<file path="src/sca_pkg.sv">
// shared types, constants and the scancode decoder for the scancode-selected alu
// no dependencies
package sca_pkg;

  localparam int unsigned DataW     = 32;
  localparam int unsigned ScanW     = 8;
  localparam int unsigned OpW       = 3;
  localparam int unsigned CfgIdxW   = 1;
  localparam int unsigned OutTdataW = 40;
  localparam int unsigned CntW      = 5;

  localparam logic [CfgIdxW-1:0] CfgOperandA = 1'b0;
  localparam logic [CfgIdxW-1:0] CfgOperandB = 1'b1;

  localparam logic [6:0] CodeMask   = 7'h7F;
  localparam logic [6:0] KeyAdd     = 7'h1E;
  localparam logic [6:0] KeyAbsdiff = 7'h1F;
  localparam logic [6:0] KeyMul     = 7'h32;
  localparam logic [6:0] KeyDiv     = 7'h20;
  localparam logic [6:0] KeyMod     = 7'h18;

  typedef enum logic [OpW-1:0] {
    OP_NONE    = 3'd0,
    OP_ADD     = 3'd1,
    OP_ABSDIFF = 3'd2,
    OP_MUL     = 3'd3,
    OP_DIV     = 3'd4,
    OP_MOD     = 3'd5
  } op_e;

  // request from the item sequencer to the shared unit
  typedef struct packed {
    logic start;
    op_e  op;
  } alu_req_t;

  // release flag in bit 7 is dropped before the compare
  function automatic op_e decode_op(input logic [ScanW-1:0] scan);
    logic [6:0] code;
    op_e        op;
    code = scan[6:0] & CodeMask;
    case (code)
      KeyAdd:     op = OP_ADD;
      KeyAbsdiff: op = OP_ABSDIFF;
      KeyMul:     op = OP_MUL;
      KeyDiv:     op = OP_DIV;
      KeyMod:     op = OP_MOD;
      default:    op = OP_NONE;
    endcase
    return op;
  endfunction

endpackage

</file>
<file path="src/scancode_selected_alu.sv">
// scancode-selected alu top level: stream handshake, operand registers, stored result
// and output register; depends on sca_pkg and sca_alu
// multiply and divide/remainder iterate 32 times through the shared adder, skipped for a zero divisor
// one item at a time: the next item is taken once the result is in the output register
// reset clears operands, the stored result and all control state; no clearing pass
module scancode_selected_alu (
  input  logic                             clk_i,
  input  logic                             rst_ni,
  // configuration write port
  input  logic                             cfg_we_i,
  input  logic [sca_pkg::CfgIdxW-1:0]      cfg_addr_i,
  input  logic [sca_pkg::DataW-1:0]        cfg_wdata_i,
  // input stream
  input  logic                             s_axis_tvalid,
  output logic                             s_axis_tready,
  input  logic [sca_pkg::ScanW-1:0]        s_axis_tdata,   // [7:0] scan_byte
  // result stream
  output logic                             m_axis_tvalid,
  input  logic                             m_axis_tready,
  output logic [sca_pkg::OutTdataW-1:0]    m_axis_tdata    // [31:0] result_value,
                                                           // [32] op_done,
                                                           // [35:33] op_code, [39:36] zero
);
  import sca_pkg::*;

  typedef enum logic [1:0] {
    T_IDLE,
    T_BUSY,
    T_HOLD
  } tstate_e;

  tstate_e          state_q, state_d;
  op_e              op_q, op_d;
  logic [DataW-1:0] opa_q, opa_d;
  logic [DataW-1:0] opb_q, opb_d;
  logic [DataW-1:0] result_q, result_d;

  // output register
  logic             ovalid_q, ovalid_d;
  logic [DataW-1:0] ovalue_q, ovalue_d;
  op_e              ocode_q, ocode_d;

  logic             in_acc;
  op_e              in_op;
  alu_req_t         alu_req;
  logic             alu_done;
  logic [DataW-1:0] alu_result;
  logic             out_free;

  assign in_op    = decode_op(s_axis_tdata);
  assign in_acc   = s_axis_tvalid && s_axis_tready;
  assign out_free = !ovalid_q || m_axis_tready;

  // unrecognized codes never wake the unit
  assign alu_req.start = in_acc && (in_op != OP_NONE);
  assign alu_req.op    = in_op;

  sca_alu u_alu (
    .clk_i       (clk_i),
    .rst_ni      (rst_ni),
    .req_i       (alu_req),
    .operand_a_i (opa_q),
    .operand_b_i (opb_q),
    .done_o      (alu_done),
    .result_o    (alu_result)
  );

  // operand registers; the user must write them only while idle, as the block does not enforce this
  always_comb begin
    opa_d = opa_q;
    opb_d = opb_q;
    if (cfg_we_i) begin
      case (cfg_addr_i)
        CfgOperandA: opa_d = cfg_wdata_i;
        CfgOperandB: opb_d = cfg_wdata_i;
        default: ;
      endcase
    end
  end

  // item sequencer: accept, wait on the unit for a recognized code, hand off to the output register
  always_comb begin
    state_d  = state_q;
    op_d     = op_q;
    result_d = result_q;
    ovalid_d = ovalid_q && !m_axis_tready;
    ovalue_d = ovalue_q;
    ocode_d  = ocode_q;
    case (state_q)
      T_IDLE: begin
        if (in_acc) begin
          op_d    = in_op;
          state_d = (in_op == OP_NONE) ? T_HOLD : T_BUSY;
        end
      end
      T_BUSY: begin
        if (alu_done) begin
          result_d = alu_result;
          state_d  = T_HOLD;
        end
      end
      T_HOLD: begin
        // wait here while a previous result is still not taken
        if (out_free) begin
          ovalid_d = 1'b1;
          ovalue_d = result_q;
          ocode_d  = op_q;
          state_d  = T_IDLE;
        end
      end
      default: state_d = T_IDLE;
    endcase
  end

  always_ff @(posedge clk_i or negedge rst_ni) begin
    if (!rst_ni) begin
      state_q  <= T_IDLE;
      op_q     <= OP_NONE;
      opa_q    <= '0;
      opb_q    <= '0;
      result_q <= '0;
      ovalid_q <= 1'b0;
      ovalue_q <= '0;
      ocode_q  <= OP_NONE;
    end else begin
      state_q  <= state_d;
      op_q     <= op_d;
      opa_q    <= opa_d;
      opb_q    <= opb_d;
      result_q <= result_d;
      ovalid_q <= ovalid_d;
      ovalue_q <= ovalue_d;
      ocode_q  <= ocode_d;
    end
  end

  assign s_axis_tready = (state_q == T_IDLE);
  assign m_axis_tvalid = ovalid_q;
  assign m_axis_tdata  = {{(OutTdataW-DataW-1-OpW){1'b0}}, ocode_q,
                          (ocode_q != OP_NONE), ovalue_q};

endmodule

</file>
<file path="src/sca_alu.sv">
// iterative arithmetic unit: one shared 33-bit adder/subtractor under a small sequencer
// does add, abs difference, shift-add multiply and restoring signed divide/remainder
// depends on sca_pkg
module sca_alu (
  input  logic                      clk_i,
  input  logic                      rst_ni,
  input  sca_pkg::alu_req_t         req_i,
  input  logic [sca_pkg::DataW-1:0] operand_a_i,
  input  logic [sca_pkg::DataW-1:0] operand_b_i,
  output logic                      done_o,
  output logic [sca_pkg::DataW-1:0] result_o
);
  import sca_pkg::*;

  typedef enum logic [2:0] {
    S_IDLE,
    S_PREP,
    S_MAGB,
    S_ITER,
    S_FIX,
    S_DONE
  } state_e;

  state_e            state_q, state_d;
  op_e               op_q, op_d;
  logic [DataW-1:0]  a_q, a_d;
  logic [DataW-1:0]  b_q, b_d;
  logic [DataW-1:0]  acc_q, acc_d;
  logic [DataW-1:0]  x_q, x_d;
  logic [DataW-1:0]  y_q, y_d;
  logic [CntW-1:0]   cnt_q, cnt_d;

  logic [DataW:0]    add_x, add_y;
  logic              add_sub;
  logic [DataW+1:0]  add_sum;
  logic              last_iter;

  assign add_sum   = {1'b0, add_x} + {1'b0, (add_sub ? ~add_y : add_y)}
                   + {{(DataW+1){1'b0}}, add_sub};
  assign last_iter = (cnt_q == {CntW{1'b1}});

  // operand select for the shared adder
  always_comb begin
    add_x   = '0;
    add_y   = '0;
    add_sub = 1'b0;
    case (state_q)
      S_PREP: begin
        case (op_q)
          OP_ADD: begin
            add_x = {1'b0, a_q};
            add_y = {1'b0, b_q};
          end
          OP_ABSDIFF: begin
            add_x   = {1'b0, a_q};
            add_y   = {1'b0, b_q};
            add_sub = 1'b1;
          end
          OP_DIV, OP_MOD: begin
            add_y   = {1'b0, a_q};
            add_sub = a_q[DataW-1];
          end
          default: ;
        endcase
      end
      S_MAGB: begin
        add_y   = {1'b0, b_q};
        add_sub = b_q[DataW-1];
      end
      S_ITER: begin
        if (op_q == OP_MUL) begin
          add_x = {1'b0, acc_q};
          add_y = {1'b0, x_q};
        end else begin
          add_x   = {acc_q, x_q[DataW-1]};
          add_y   = {1'b0, y_q};
          add_sub = 1'b1;
        end
      end
      S_FIX: begin
        case (op_q)
          OP_ABSDIFF: begin
            add_y   = {1'b0, acc_q};
            add_sub = acc_q[DataW-1];
          end
          OP_DIV: begin
            add_y   = {1'b0, x_q};
            add_sub = a_q[DataW-1] ^ b_q[DataW-1];
          end
          OP_MOD: begin
            add_y   = {1'b0, acc_q};
            add_sub = a_q[DataW-1];
          end
          default: ;
        endcase
      end
      default: ;
    endcase
  end

  always_comb begin
    state_d = state_q;
    op_d    = op_q;
    a_d     = a_q;
    b_d     = b_q;
    acc_d   = acc_q;
    x_d     = x_q;
    y_d     = y_q;
    cnt_d   = cnt_q;
    case (state_q)
      S_IDLE: begin
        if (req_i.start) begin
          op_d    = req_i.op;
          a_d     = operand_a_i;
          b_d     = operand_b_i;
          state_d = S_PREP;
        end
      end
      S_PREP: begin
        cnt_d = '0;
        case (op_q)
          OP_ADD: begin
            acc_d   = add_sum[DataW-1:0];
            state_d = S_DONE;
          end
          OP_ABSDIFF: begin
            acc_d   = add_sum[DataW-1:0];
            state_d = S_FIX;
          end
          OP_MUL: begin
            acc_d   = '0;
            x_d     = a_q;
            y_d     = b_q;
            state_d = S_ITER;
          end
          OP_DIV, OP_MOD: begin
            acc_d = '0;
            if (b_q == '0) begin
              // divide by zero gives zero
              state_d = S_DONE;
            end else begin
              x_d     = add_sum[DataW-1:0];
              state_d = S_MAGB;
            end
          end
          default: state_d = S_DONE;
        endcase
      end
      S_MAGB: begin
        y_d     = add_sum[DataW-1:0];
        state_d = S_ITER;
      end
      S_ITER: begin
        cnt_d = cnt_q + 1'b1;
        if (op_q == OP_MUL) begin
          if (y_q[0]) begin
            acc_d = add_sum[DataW-1:0];
          end
          x_d = {x_q[DataW-2:0], 1'b0};
          y_d = {1'b0, y_q[DataW-1:1]};
        end else begin
          // carry out set means no borrow: shifted remainder >= divisor
          if (add_sum[DataW+1]) begin
            acc_d = add_sum[DataW-1:0];
          end else begin
            acc_d = {acc_q[DataW-2:0], x_q[DataW-1]};
          end
          x_d = {x_q[DataW-2:0], add_sum[DataW+1]};
        end
        if (last_iter) begin
          state_d = (op_q == OP_MUL) ? S_DONE : S_FIX;
        end
      end
      S_FIX: begin
        acc_d   = add_sum[DataW-1:0];
        state_d = S_DONE;
      end
      S_DONE: begin
        state_d = S_IDLE;
      end
      default: state_d = S_IDLE;
    endcase
  end

  always_ff @(posedge clk_i or negedge rst_ni) begin
    if (!rst_ni) begin
      state_q <= S_IDLE;
      op_q    <= OP_NONE;
      cnt_q   <= '0;
    end else begin
      state_q <= state_d;
      op_q    <= op_d;
      cnt_q   <= cnt_d;
    end
  end

  always_ff @(posedge clk_i) begin
    a_q   <= a_d;
    b_q   <= b_d;
    acc_q <= acc_d;
    x_q   <= x_d;
    y_q   <= y_d;
  end

  assign done_o   = (state_q == S_DONE);
  assign result_o = acc_q;

endmodule

</file>
<file path="config.mk">
export PLATFORM = sky130hd
export DESIGN_NAME = scancode_selected_alu
export DESIGN_NICKNAME = d
export VERILOG_FILES = /design/src/sca_pkg.sv /design/src/scancode_selected_alu.sv /design/src/sca_alu.sv
export SDC_FILE = /design/constraint.sdc
export NUM_CORES = 1
export LEC_CHECK = 0
export ABC_CLOCK_PERIOD_IN_PS = 12780
export BUFFER_PORTS_ARGS = -buffer_cell sky130_fd_sc_hd__buf_2
export CORE_UTILIZATION = 50
export DETAILED_ROUTE_END_ITERATION = 10
export PLACE_DENSITY = 0.79
export SYNTH_ARGS = -nofsm -noshare
export SYNTH_HDL_FRONTEND = slang
export SYNTH_HIERARCHICAL = 1
export SYNTH_SLANG_ARGS = --single-unit
</file>
<file path="constraint.sdc">
create_clock -name clk_i -period 12.78 [get_ports clk_i]
set_input_delay 1.278 -clock clk_i [delete_from_list [all_inputs] [get_ports clk_i]]
set_output_delay 1.278 -clock clk_i [all_outputs]
set_load 0.02 [all_outputs]
</file>
==> impl_metrics.tcl, run 1 <==
set metrics [dict create \
    nNetsFinal 1657 \
    crit_arrival_ns 7.21 \
    drt-vias-per-instance 6.32 \
    initial_utilization_pct 51.3 \
    p_total_mw 3.20 \
    relSlewSlack_pct 28.5 \
    grt_antenna_before_repair 0 \
    cp.required_ns 12.99 \
    layout_setup_ws_ns 5.78 \
    status "finished, final reports clean" \
    path_clk_slew_ns 0.06 \
    hold_viol_final 0 \
    timing.final.crit_share_pct 54.7 \
    clock_latency_ns 0.53 \
    synth_seq_area_share_pct 50.5 \
    syn_inst 1535 \
    place_area_mm2 0.0176 \
    rsz0062_at_grt "no" \
    syn_avg_cell_area_um2 11.0 \
    drc 0 \
    setup-tns-final_ns 0 \
    die_w_um 186 \
    grt_use_total_pct 25.8 \
    period_minus_slack_ns 7.00 \
    routedWlPerCell_um 21.2 \
    yosys.cell_types.count 83 \
    r2r-end "u_alu/result_o[2]$_DFFE_PP_" \
    post_cts_resized 0 \
    worst_pin_slew_ns 1.07 \
    leakage_nw 8.32 \
    dp_slack_ns 6.04 \
    num_vias 12900 \
    synth_area_leaders "edfxtp_1 29%, dfrtp_1 22%, mux2i_1 6.3%" \
    cts_inserted_buffers 34 \
    grt_pass1_vias 12800 \
    first_pass_iters 6 \
    skew_ns 0.0225 \
    drive_gt1_share_pct 16.2 \
    ys_warn_count 6 \
    post-dp-hpwl_mm 28.7 \
    grt_pass1_wl_mm 69.6 \
    antenna_left 0 \
    cp-end-kind "register" \
    syn_area_mm2 0.0169 \
    yosys.area.top_type "edfxtp_1" \
    min_from "opb_q[11]$_DFFE_PN0P_" \
    clockRootBuffer "clkbuf_16" \
    regToRegStartpoint "u_alu/state_q[0]$_DFFE_PN0P_" \
    dp_cells 1982 \
    die_y_um 186 \
    synth_ff_type "edfxtp_1" \
    final-max-slew-violation-count 0 \
    htreeDepth 2 \
    drv_cap 0 \
    port_buffers 82 \
    final_cells 2044 \
    postLayoutCoreUtil_pct 57.0 \
    async_flop_share_pct 48.1 \
    crit_fanout 60 \
    setup_viol 0 \
    grt_max_degree 84 \
    fmax_mhz 143 \
    cts.path.max_buffers 3 \
    hold_class "register to register" \
    critPathLaunchType "register" \
    synth_seq_cells 308 \
    gr-total-overflow 0 \
    powerDensity_mw_per_mm2 171 \
    die_area_mm2 0.0345 \
    cts.hold.buffers_added 0 \
    ioPinCount 88 \
    postLayoutCellArea_mm2 0.0187 \
    diodes 0 \
    n_fill_cell 2729 \
    gp_congestion 0.962 \
    ir_drop_v 0.0000794 \
    postCtsSetupRepairBufs 0 \
    clock_sinks 308 \
    rr_worst_depth 19 \
    cts_tree "built" \
    yosysTopAreaCellShare_pct 28.5 \
    synth_edf_count 160 \
    rrSetupSlack_ns 5.78 \
    whs_ns 0.438 \
    drt_wl_total_mm 43.4 \
    core_mm2 0.0329 \
    area.growth.synth_to_final_pct 11.2 \
    core.rowCount 66 \
    holdPathEnd "u_alu/b_q[11]$_DFFE_PP_" \
    worst-setup-path-type "register to register" \
    holdPathStages 0 \
    drtIter0Drc 1248 \
]
[cell usage in the layout, fill, tap and decap left out, types with 6 or more instances in the layout]
master | netlist | layout
o31ai_1 | 7 | 7
a22o_1 | 12 | 12
edfxtp_1 | 160 | 160
and2_1 | 6 | 6
a22oi_1 | 31 | 31
nand3b_1 | 7 | 7
nor4_1 | 8 | 8
nand3_1 | 14 | 13
mux2_1 | 67 | 67
xor2_1 | 12 | 12
inv_1 | 13 | 13
nor3_1 | 14 | 14
buf_2 | 15 | 81
clkbuf_1 | 70 | 8
a21oi_1 | 97 | 97
a31oi_1 | 13 | 13
o21ai_0 | 95 | 94
ha_1 | 34 | 34
nor2b_1 | 7 | 6
o21ai_1 | 12 | 11
nor2_1 | 69 | 66
nand2b_1 | 10 | 9
xnor2_1 | 20 | 20
clkbuf_16 | 0 | 36
o21bai_1 | 6 | 6
and3_1 | 15 | 15
mux2i_1 | 106 | 106
nand2_1 | 196 | 195
buf_4 | 8 | 25
o211ai_1 | 15 | 15
o221ai_1 | 36 | 36
mux2_2 | 69 | 69
a21o_1 | 34 | 34
dfrtp_1 | 148 | 147
o21a_1 | 19 | 19
[synthesized netlist by cell type (all sizes together) (10+ instances only)]
cell / count
a21o: 34
nand2b: 10
o211ai: 15
o21ai: 108
a22oi: 31
inv: 14
buf: 35
nor2: 69
nand2: 196
xor2: 12
edfxtp: 160
ha: 34
dfrtp: 148
and3: 15
o21a: 19
clkbuf: 70
a31oi: 13
a21oi: 98
xnor2: 20
nor3: 16
mux2: 136
a22o: 12
nand3: 14
mux2i: 106
o221ai: 36
[power by group]
part,internal (mW),total [mW],switching [mW]
Sequential,1.24,1.41,0.169
Clock,0.571,0.972,0.402
Combinational,0.306,0.824,0.518
[registers in the layout, summed over array words and instances, names as in the netlist]
signal	cells
u_alu/state_q	3
op_q	3
u_alu/b_q	32
u_alu/op_q	3
ovalue_q	32
u_alu/result_o	32
m_axis_tvalid	1
opb_q	32
u_alu/x_q	32
u_alu/y_q	32
result_q	32
state_q	2
ocode_q	3
opa_q	32
u_alu/a_q	32
u_alu/cnt_q	5
[area by class of cell]
type	count	area, µm²	area share [%]
inverter	14	52.6	0.280
multi-input combinational	1111	7910	42.2
sequential	308	8510	45.4
clock inverter	13	118	0.627
clock buffer	49	1000	5.33
timing repair buffer	107	604	3.22
tap	442	553	2.95
[logic make-up after synthesis]
family | Yosys count | share of synthesized area [%]
flip-flops | 308 | 50.5
AND/OR/NAND/NOR | 378 | 10.4
buffers and inverters | 119 | 2.98
AO/OA/AOI/OAI | 420 | 16.5
other | 1 | 0.0222
multiplexers | 242 | 15.4
XOR/XNOR | 32 | 1.66
adder cells (fa/ha/maj) | 35 | 2.64
[worst max-delay path: stages, from the launching register on]
cell      delay (ns)
dfrtp_2         0.34
buf_4           0.60
and3b_2         0.91
nand2_1         0.27
o311ai_1        0.20
nor2b_2         0.10
o21ai_2         0.29
buf_4           0.34
mux2i_1         0.10
ha_1            0.41
a21o_1          0.21
a21oi_1         0.20
o21a_1          0.15
o31ai_1         0.11
o211a_1         0.29
o21bai_1        0.24
a41oi_2         0.20
or3_1           0.59
a21boi_2        0.90
o21ai_0         0.23
[routing by layer]
layer	share of wire (%)	track usage, %
met1	42	35.6
met2	44	40.2
met3	11	5.34
met4	3.2	9.57
met5	0	0
[worst max path at each step]
| stage | start | to | slack [ns] | cells past startpoint |
|---|---|---|---|---|
| finish | u_alu/state_q[0]$_DFFE_PN0P_ | u_alu/result_o[2]$_DFFE_PP_ | 5.78 | 19 |
| CTS | u_alu/state_q[0]$_DFFE_PN0P_ | u_alu/result_o[2]$_DFFE_PP_ | 5.97 | 19 |
| global placement | u_alu/state_q[0]$_DFFE_PN0P_ | u_alu/result_o[5]$_DFFE_PP_ | 6.08 | 19 |
| global route | u_alu/state_q[0]$_DFFE_PN0P_ | u_alu/result_o[2]$_DFFE_PP_ | 5.44 | 19 |
| detailed placement | u_alu/state_q[0]$_DFFE_PN0P_ | u_alu/result_o[2]$_DFFE_PP_ | 6.04 | 19 |
| floorplan | s_axis_tdata[0] | u_alu/op_q[1]$_DFFE_PN0P_ | 2.54 | 6 |
No activity file was read; power rests on OpenSTA's default activity.
==> run 2: changes to the inputs <==
Settings changed: ABC_AREA set to 1, ABC_CLOCK_PERIOD_IN_PS 12780 to 6800.
Clock period 12.78 ns to 6.8 ns, I/O delays scaled along.
==> run 2 against run 1 <==
Total power grew to 2.7 times the previous value. Synthesized cell count grew 22%. Non-clock buffer count grew 12. Clock skew grew 0.0032 ns. Largest cell class unchanged.
==> impl_metrics.tcl, run 2 <==
set metrics [dict create \
    pwr-share-seq_pct 35.9 \
    status "finished, final reports clean" \
    drc 0 \
    clock_power_share_pct 20.6 \
    worst_pin_slew_ns 1.17 \
    postLayoutCoreUtil_pct 56.7 \
    powerDensity_mw_per_mm2 464 \
    final-max-slew-violation-count 0 \
    setup-tns-final_ns 0 \
    p_sw_share_pct 44.2 \
    first_pass_iters 8 \
    leakage_nw 8.28 \
    yosys.area.top_type "edfxtp_1" \
    syn_area_mm2 0.0166 \
    synth_seq_area_share_pct 51.4 \
    core_mm2 0.0325 \
    whs_ns 0.157 \
    setup_viol 0 \
    n_fill_cell 2946 \
    final_cell_mix "407 x nand2_1, 216 x inv_1, 160 x edfxtp_1, 155 x o21ai_0, 148 x dfrtp_1" \
    hold_class "input pin to async pin" \
    port_buffers 82 \
    period_minus_slack_ns 5.29 \
    num_vias 14400 \
    cts.path.max_buffers 3 \
    dp_slack_ns 1.62 \
    drt-vias-per-instance 5.98 \
    fmax_mhz 189 \
    p_switching_mw 3.78 \
    postLayoutCellArea_mm2 0.0185 \
    layout_commonest_cell "nand2_1" \
    grt_pass1_wl_mm 76.0 \
    grt_use_total_pct 29.0 \
    synth_seq_cells 308 \
    drv_cap 0 \
    syn_inst 1878 \
    syn_avg_cell_area_um2 8.82 \
    path_clk_slew_ns 0.06 \
    p_int_mw 4.78 \
    synth_ff_type "edfxtp_1" \
    ioPinCount 88 \
    p_total_mw 8.57 \
    area.growth.synth_to_final_pct 11.4 \
    grt_pass1_vias 14100 \
    post_cts_resized 0 \
    critPathLaunchType "register" \
    cts_inserted_buffers 34 \
    drive_gt1_share_pct 11.2 \
    yosysTopAreaCellShare_pct 29.0 \
    synth_edf_count 160 \
    die_w_um 184 \
    async_flop_share_pct 48.1 \
    layout_setup_ws_ns 1.51 \
    cts.hold.buffers_added 0 \
    worst-setup-path-type "register to register" \
    final_cells 2411 \
    synth_area_leaders "edfxtp_1 29%, dfrtp_1 22%, nand2_1 9.3%" \
    cp-end-kind "register" \
    die_y_um 184 \
    post-dp-hpwl_mm 32.2 \
    gr-total-overflow 0 \
    grt_antenna_before_repair 0 \
    yosys.cell_types.count 51 \
    crit_fanout 23 \
    initial_utilization_pct 50.9 \
    postCtsSetupRepairBufs 0 \
    core.rowCount 66 \
    routedWlPerCell_um 19.9 \
    cp.required_ns 7.03 \
    cts_tree "built" \
    skew_ns 0.0257 \
    grt_max_degree 81 \
    clock_latency_ns 0.54 \
    antenna_left 0 \
    relSlewSlack_pct 22.0 \
    dp_cells 2349 \
    rsz0062_at_grt "no" \
    pwr-share-comb_pct 43.5 \
    gp_congestion 1.01 \
    nNetsFinal 2024 \
    ys_warn_count 6 \
    clock_sinks 308 \
    timing.final.crit_share_pct 77.9 \
    synth_common_cells "410 x nand2_1, 217 x inv_1, 160 x edfxtp_1" \
    htreeDepth 2 \
    drtIter0Drc 1889 \
    diodes 0 \
    crit_arrival_ns 5.52 \
    die_area_mm2 0.0339 \
    drt_wl_total_mm 47.9 \
    ir_drop_v 0.000285 \
    clockRootBuffer "clkbuf_16" \
    yosysMostFrequentCell "nand2_1" \
    hold_viol_final 0 \
    place_area_mm2 0.0174 \
]
run 2: cell types whose count changed after synthesis, moves of 28 or more:
cell / delta
o21ai_0: +60
inv_1: +204
a21o_1: -28
nand3_1: +54
mux2i_1: -106
mux2_2: -69
o21ai_1: +28
nor2_1: +45
o22ai_1: +40
nand2_1: +214
mux2_1: -67
xor2_1: +32
run 2: worst paths after layout:
kind	end	startpoint	slack (ns)	cells after the start
setup / recovery	u_alu/result_o[2]$_DFFE_PP_	u_alu/state_q[2]$_DFFE_PN0P_	1.51	26
hold / removal	opa_q[5]$_DFFE_PN0P_	rst_ni	0.16	1
setup reg to reg	u_alu/result_o[2]$_DFFE_PP_	u_alu/state_q[2]$_DFFE_PN0P_	1.51	26
hold reg to reg	u_alu/a_q[31]$_DFFE_PP_	opa_q[31]$_DFFE_PN0P_	0.44	0
max in group asynchronous	ovalue_q[23]$_DFFE_PN0P_	rst_ni	5.23	2
min in group clk_i	opa_q[1]$_DFFE_PN0P_	cfg_wdata_i[1]	0.41	3
run 2: power by group through the flow:
stage	registers, mW	clock network, mW	logic (mW)
2_1_floorplan	3.05	0	2.42
3_3_place_gp	3.06	0	3.52
3_5_place_dp	3.07	0	3.60
4_1_cts	3.04	1.79	3.63
5_1_grt	3.11	1.88	4.05
6_report	3.07	1.77	3.73
run 2: critical path: stages (launching register included):
cell     delay, ns
dfrtp_1       0.47
inv_2         0.14
nand2_1       0.07
buf_4         0.23
nor2_1        0.18
buf_4         0.40
nand2_1       0.10
nand2_1       0.08
nor2_1        0.07
nand2_2       0.54
buf_4         0.36
xor2_1        0.10
ha_1          0.43
nand2_1       0.13
nor2_1        0.12
inv_1         0.07
o21ai_0       0.26
nand3_1       0.12
nand3_1       0.11
a21oi_1       0.06
nand2_2       0.10
nor2_4        0.04
buf_4         0.17
inv_2         0.30
a21oi_1       0.12
o21ai_0       0.11
o21ai_0       0.11
run 2: cell families (layout without fill, tap and decap cells):
family | count (synthesis) | in the layout | synth area share, %
AO/OA/AOI/OAI | 520 | 520 | 19.2
buffers and inverters | 320 | 408 | 8.00
flip-flops | 308 | 308 | 51.4
AND/OR/NAND/NOR | 640 | 640 | 15.9
adder cells (fa/ha/maj) | 35 | 35 | 2.69
other | 1 | 4 | 0.0226
XOR/XNOR | 54 | 54 | 2.85
run 2: per-layer routing:
metal,part of all wire [%],routed length [µm],GRT usage [%]
met1,41,19600,40.7
met2,42,20100,43.1
met3,13,6310,7.43
met4,4.0,1910,11.2
met5,0,0,0
run 2: cell type report:
type                            count  area [µm²]  area share (%)
Tap cell                          442         553            3.00
Clock inverter                     17         130           0.705
Inverter                          227         852            4.61
Sequential cell                   308        8510            46.1
Multi-Input combinational cell   1253        6780            36.7
Clock buffer                       45         945            5.12
Timing Repair Buffer              119         694            3.76
==> run 3: changes to the inputs <==
Settings changed: ABC_CLOCK_PERIOD_IN_PS 6800 to 4610, PLACE_DENSITY 0.79 to 0.82.
Clock period 6.8 ns to 4.61 ns, I/O delays scaled along.
==> run 3 against run 2 <==
Fmax grew 20%. Clock power up 54%. Register-to-register slack worse by 1.3 ns. Worst hold slack worse by 0.13 ns. First-iteration DRC count shrank 1.4%. Critical path depth decreased by 2. Clock skew fell by 0.011 ns. Combinational power rose by 50%. Sequential share of layout area is 0.62 points lower. Final cell count up 0.91%. Highest routed layer unchanged. Non-clock buffer count up 22. Design area increased by 1.4%.
==> impl_metrics.tcl, run 3 (same netlist as run 2, synthesis figures left out) <==
set metrics [dict create \
    antenna_left 0 \
    r2r-end "u_alu/x_q[28]$_DFFE_PP_" \
    fmax_mhz 227 \
    whs_ns 0.0314 \
    leakage_nw 8.41 \
    rr_worst_depth 24 \
    clock_sinks 308 \
    regToRegStartpoint "u_alu/op_q[1]$_DFFE_PN0P_" \
    crit_arrival_ns 4.63 \
    critPathLaunchType "register" \
    hold_class "input pin to async pin" \
    cts.path.max_buffers 3 \
    initial_utilization_pct 50.9 \
    layout_setup_ws_ns 0.205 \
    die_w_um 184 \
    drv_cap 0 \
    cp-end-kind "register" \
    gr-total-overflow 0 \
    setup_viol 0 \
    ioPinCount 88 \
    grt_max_degree 106 \
    gp_congestion 1.07 \
    htreeDepth 2 \
    core_mm2 0.0325 \
    die_area_mm2 0.0339 \
    period_minus_slack_ns 4.41 \
    powerDensity_mw_per_mm2 686 \
    cts_inserted_buffers 34 \
    rsz0062_at_grt "no" \
    final-max-slew-violation-count 0 \
    area.growth.synth_to_final_pct 13.0 \
    ir_drop_v 0.000346 \
    status "finished, final reports clean" \
    final_cell_mix "408 x nand2_1, 216 x inv_1, 160 x edfxtp_1, 155 x o21ai_0, 148 x dfrtp_1" \
    grt_use_total_pct 29.0 \
    drt-vias-per-instance 5.93 \
    setup-tns-final_ns 0 \
    core.rowCount 66 \
    drtIter0Drc 1863 \
    nNetsFinal 2046 \
    path_clk_slew_ns 0.06 \
    rrSetupSlack_ns 0.20 \
    clock_latency_ns 0.52 \
    relSlewSlack_pct 29.7 \
    drive_gt1_share_pct 12.2 \
    worst_pin_slew_ns 1.06 \
    clockRootBuffer "clkbuf_16" \
    cts_tree "built" \
    die_y_um 184 \
    layout_commonest_cell "nand2_1" \
    cp.required_ns 4.83 \
    grt_antenna_before_repair 0 \
    grt_pass1_wl_mm 75.4 \
    routedWlPerCell_um 19.9 \
    diodes 0 \
    first_pass_iters 6 \
    dp_slack_ns 0.290 \
    num_vias 14400 \
    crit_fanout 19 \
    worst-setup-path-type "register to register" \
    skew_ns 0.0142 \
    hold_viol_final 0 \
    drt_wl_total_mm 48.5 \
    crit_start "u_alu/op_q[1]$_DFFE_PN0P_" \
    drc 0 \
    grt_pass1_vias 13800 \
    post-dp-hpwl_mm 33.4 \
    timing.final.crit_share_pct 95.6 \
    port_buffers 82 \
]
## run 3: worst max path at each step
stage	end
3_5_place_dp	u_alu/x_q[28]$_DFFE_PP_
5_1_grt	u_alu/x_q[28]$_DFFE_PP_
6_report	u_alu/x_q[28]$_DFFE_PP_
3_3_place_gp	u_alu/x_q[28]$_DFFE_PP_
4_1_cts	u_alu/x_q[28]$_DFFE_PP_
2_1_floorplan	u_alu/result_o[0]$_DFFE_PP_
## run 3: metal layers
layer | track usage (%) | wire length [µm] | vias to the layer above
met2 | 43.7 | 20700 | 971
met5 | 0 | 0 | -
met3 | 5.49 | 6050 | 153
met4 | 10.8 | 1900 | 0
li1 | - | - | 6639
met1 | 41.6 | 19800 | 6665
## run 3: area by class of cell
class,count,area [µm²]
Fill cell,2925,13800
Sequential cell,308,8510
Multi-Input combinational cell,1253,6800
Clock buffer,51,1030
Timing Repair Buffer,141,880
Inverter,227,856
Tap cell,442,553
Clock inverter,11,87.6
## run 3: report_power, final
part           switching [mW]  total [mW]  internal (mW)  leakage [nW]
combinational            3.87        5.60           1.73          4.68
sequential              0.603        4.52           3.92          3.18
clock                    1.11        2.72           1.61         0.550
## run 3: per-stage QoR
step | instances | power, mW | util [%] | instance area [µm²]
floorplan | 1881 | 8.07 | - | 16600
global placement | 2371 | 9.78 | 54.0 | 17600
detailed placement | 2371 | 9.91 | 54.0 | 17600
CTS | 2433 | 12.7 | 57.4 | 18700
global route | 2433 | 13.5 | 57.5 | 18700
finish | 2433 | 12.8 | 57.5 | 18700
## run 3: worst max-delay path, cell delays in order (launching register included)
cell and delay (ns):
dfrtp_1 0.48, inv_2 0.09, nand2_1 0.15, buf_6 0.26, inv_1 0.15, nand3_1 0.11, nand2_1 0.06, nand2_1 0.07
nand2_2 0.15, buf_4 0.26, buf_4 0.17, xor2_1 0.16, ha_1 0.37, nand2_1 0.10, nor3_1 0.30, nand3_1 0.12
nand3_1 0.19, nand2_1 0.08, nand2_1 0.15, nand2_1 0.07, nand2_1 0.07, xor2_1 0.29, nand2_1 0.08, o211ai_1 0.09
o21ai_0 0.11
## run 3: timing repair
action / in CTS / in global routing
setup endpoints to repair: 0 / 29
gates resized for setup: 0 / 7
hold buffers: 0 / 0
setup buffers: 0 / 0
endpoints found under the hold margin: 0 / 0
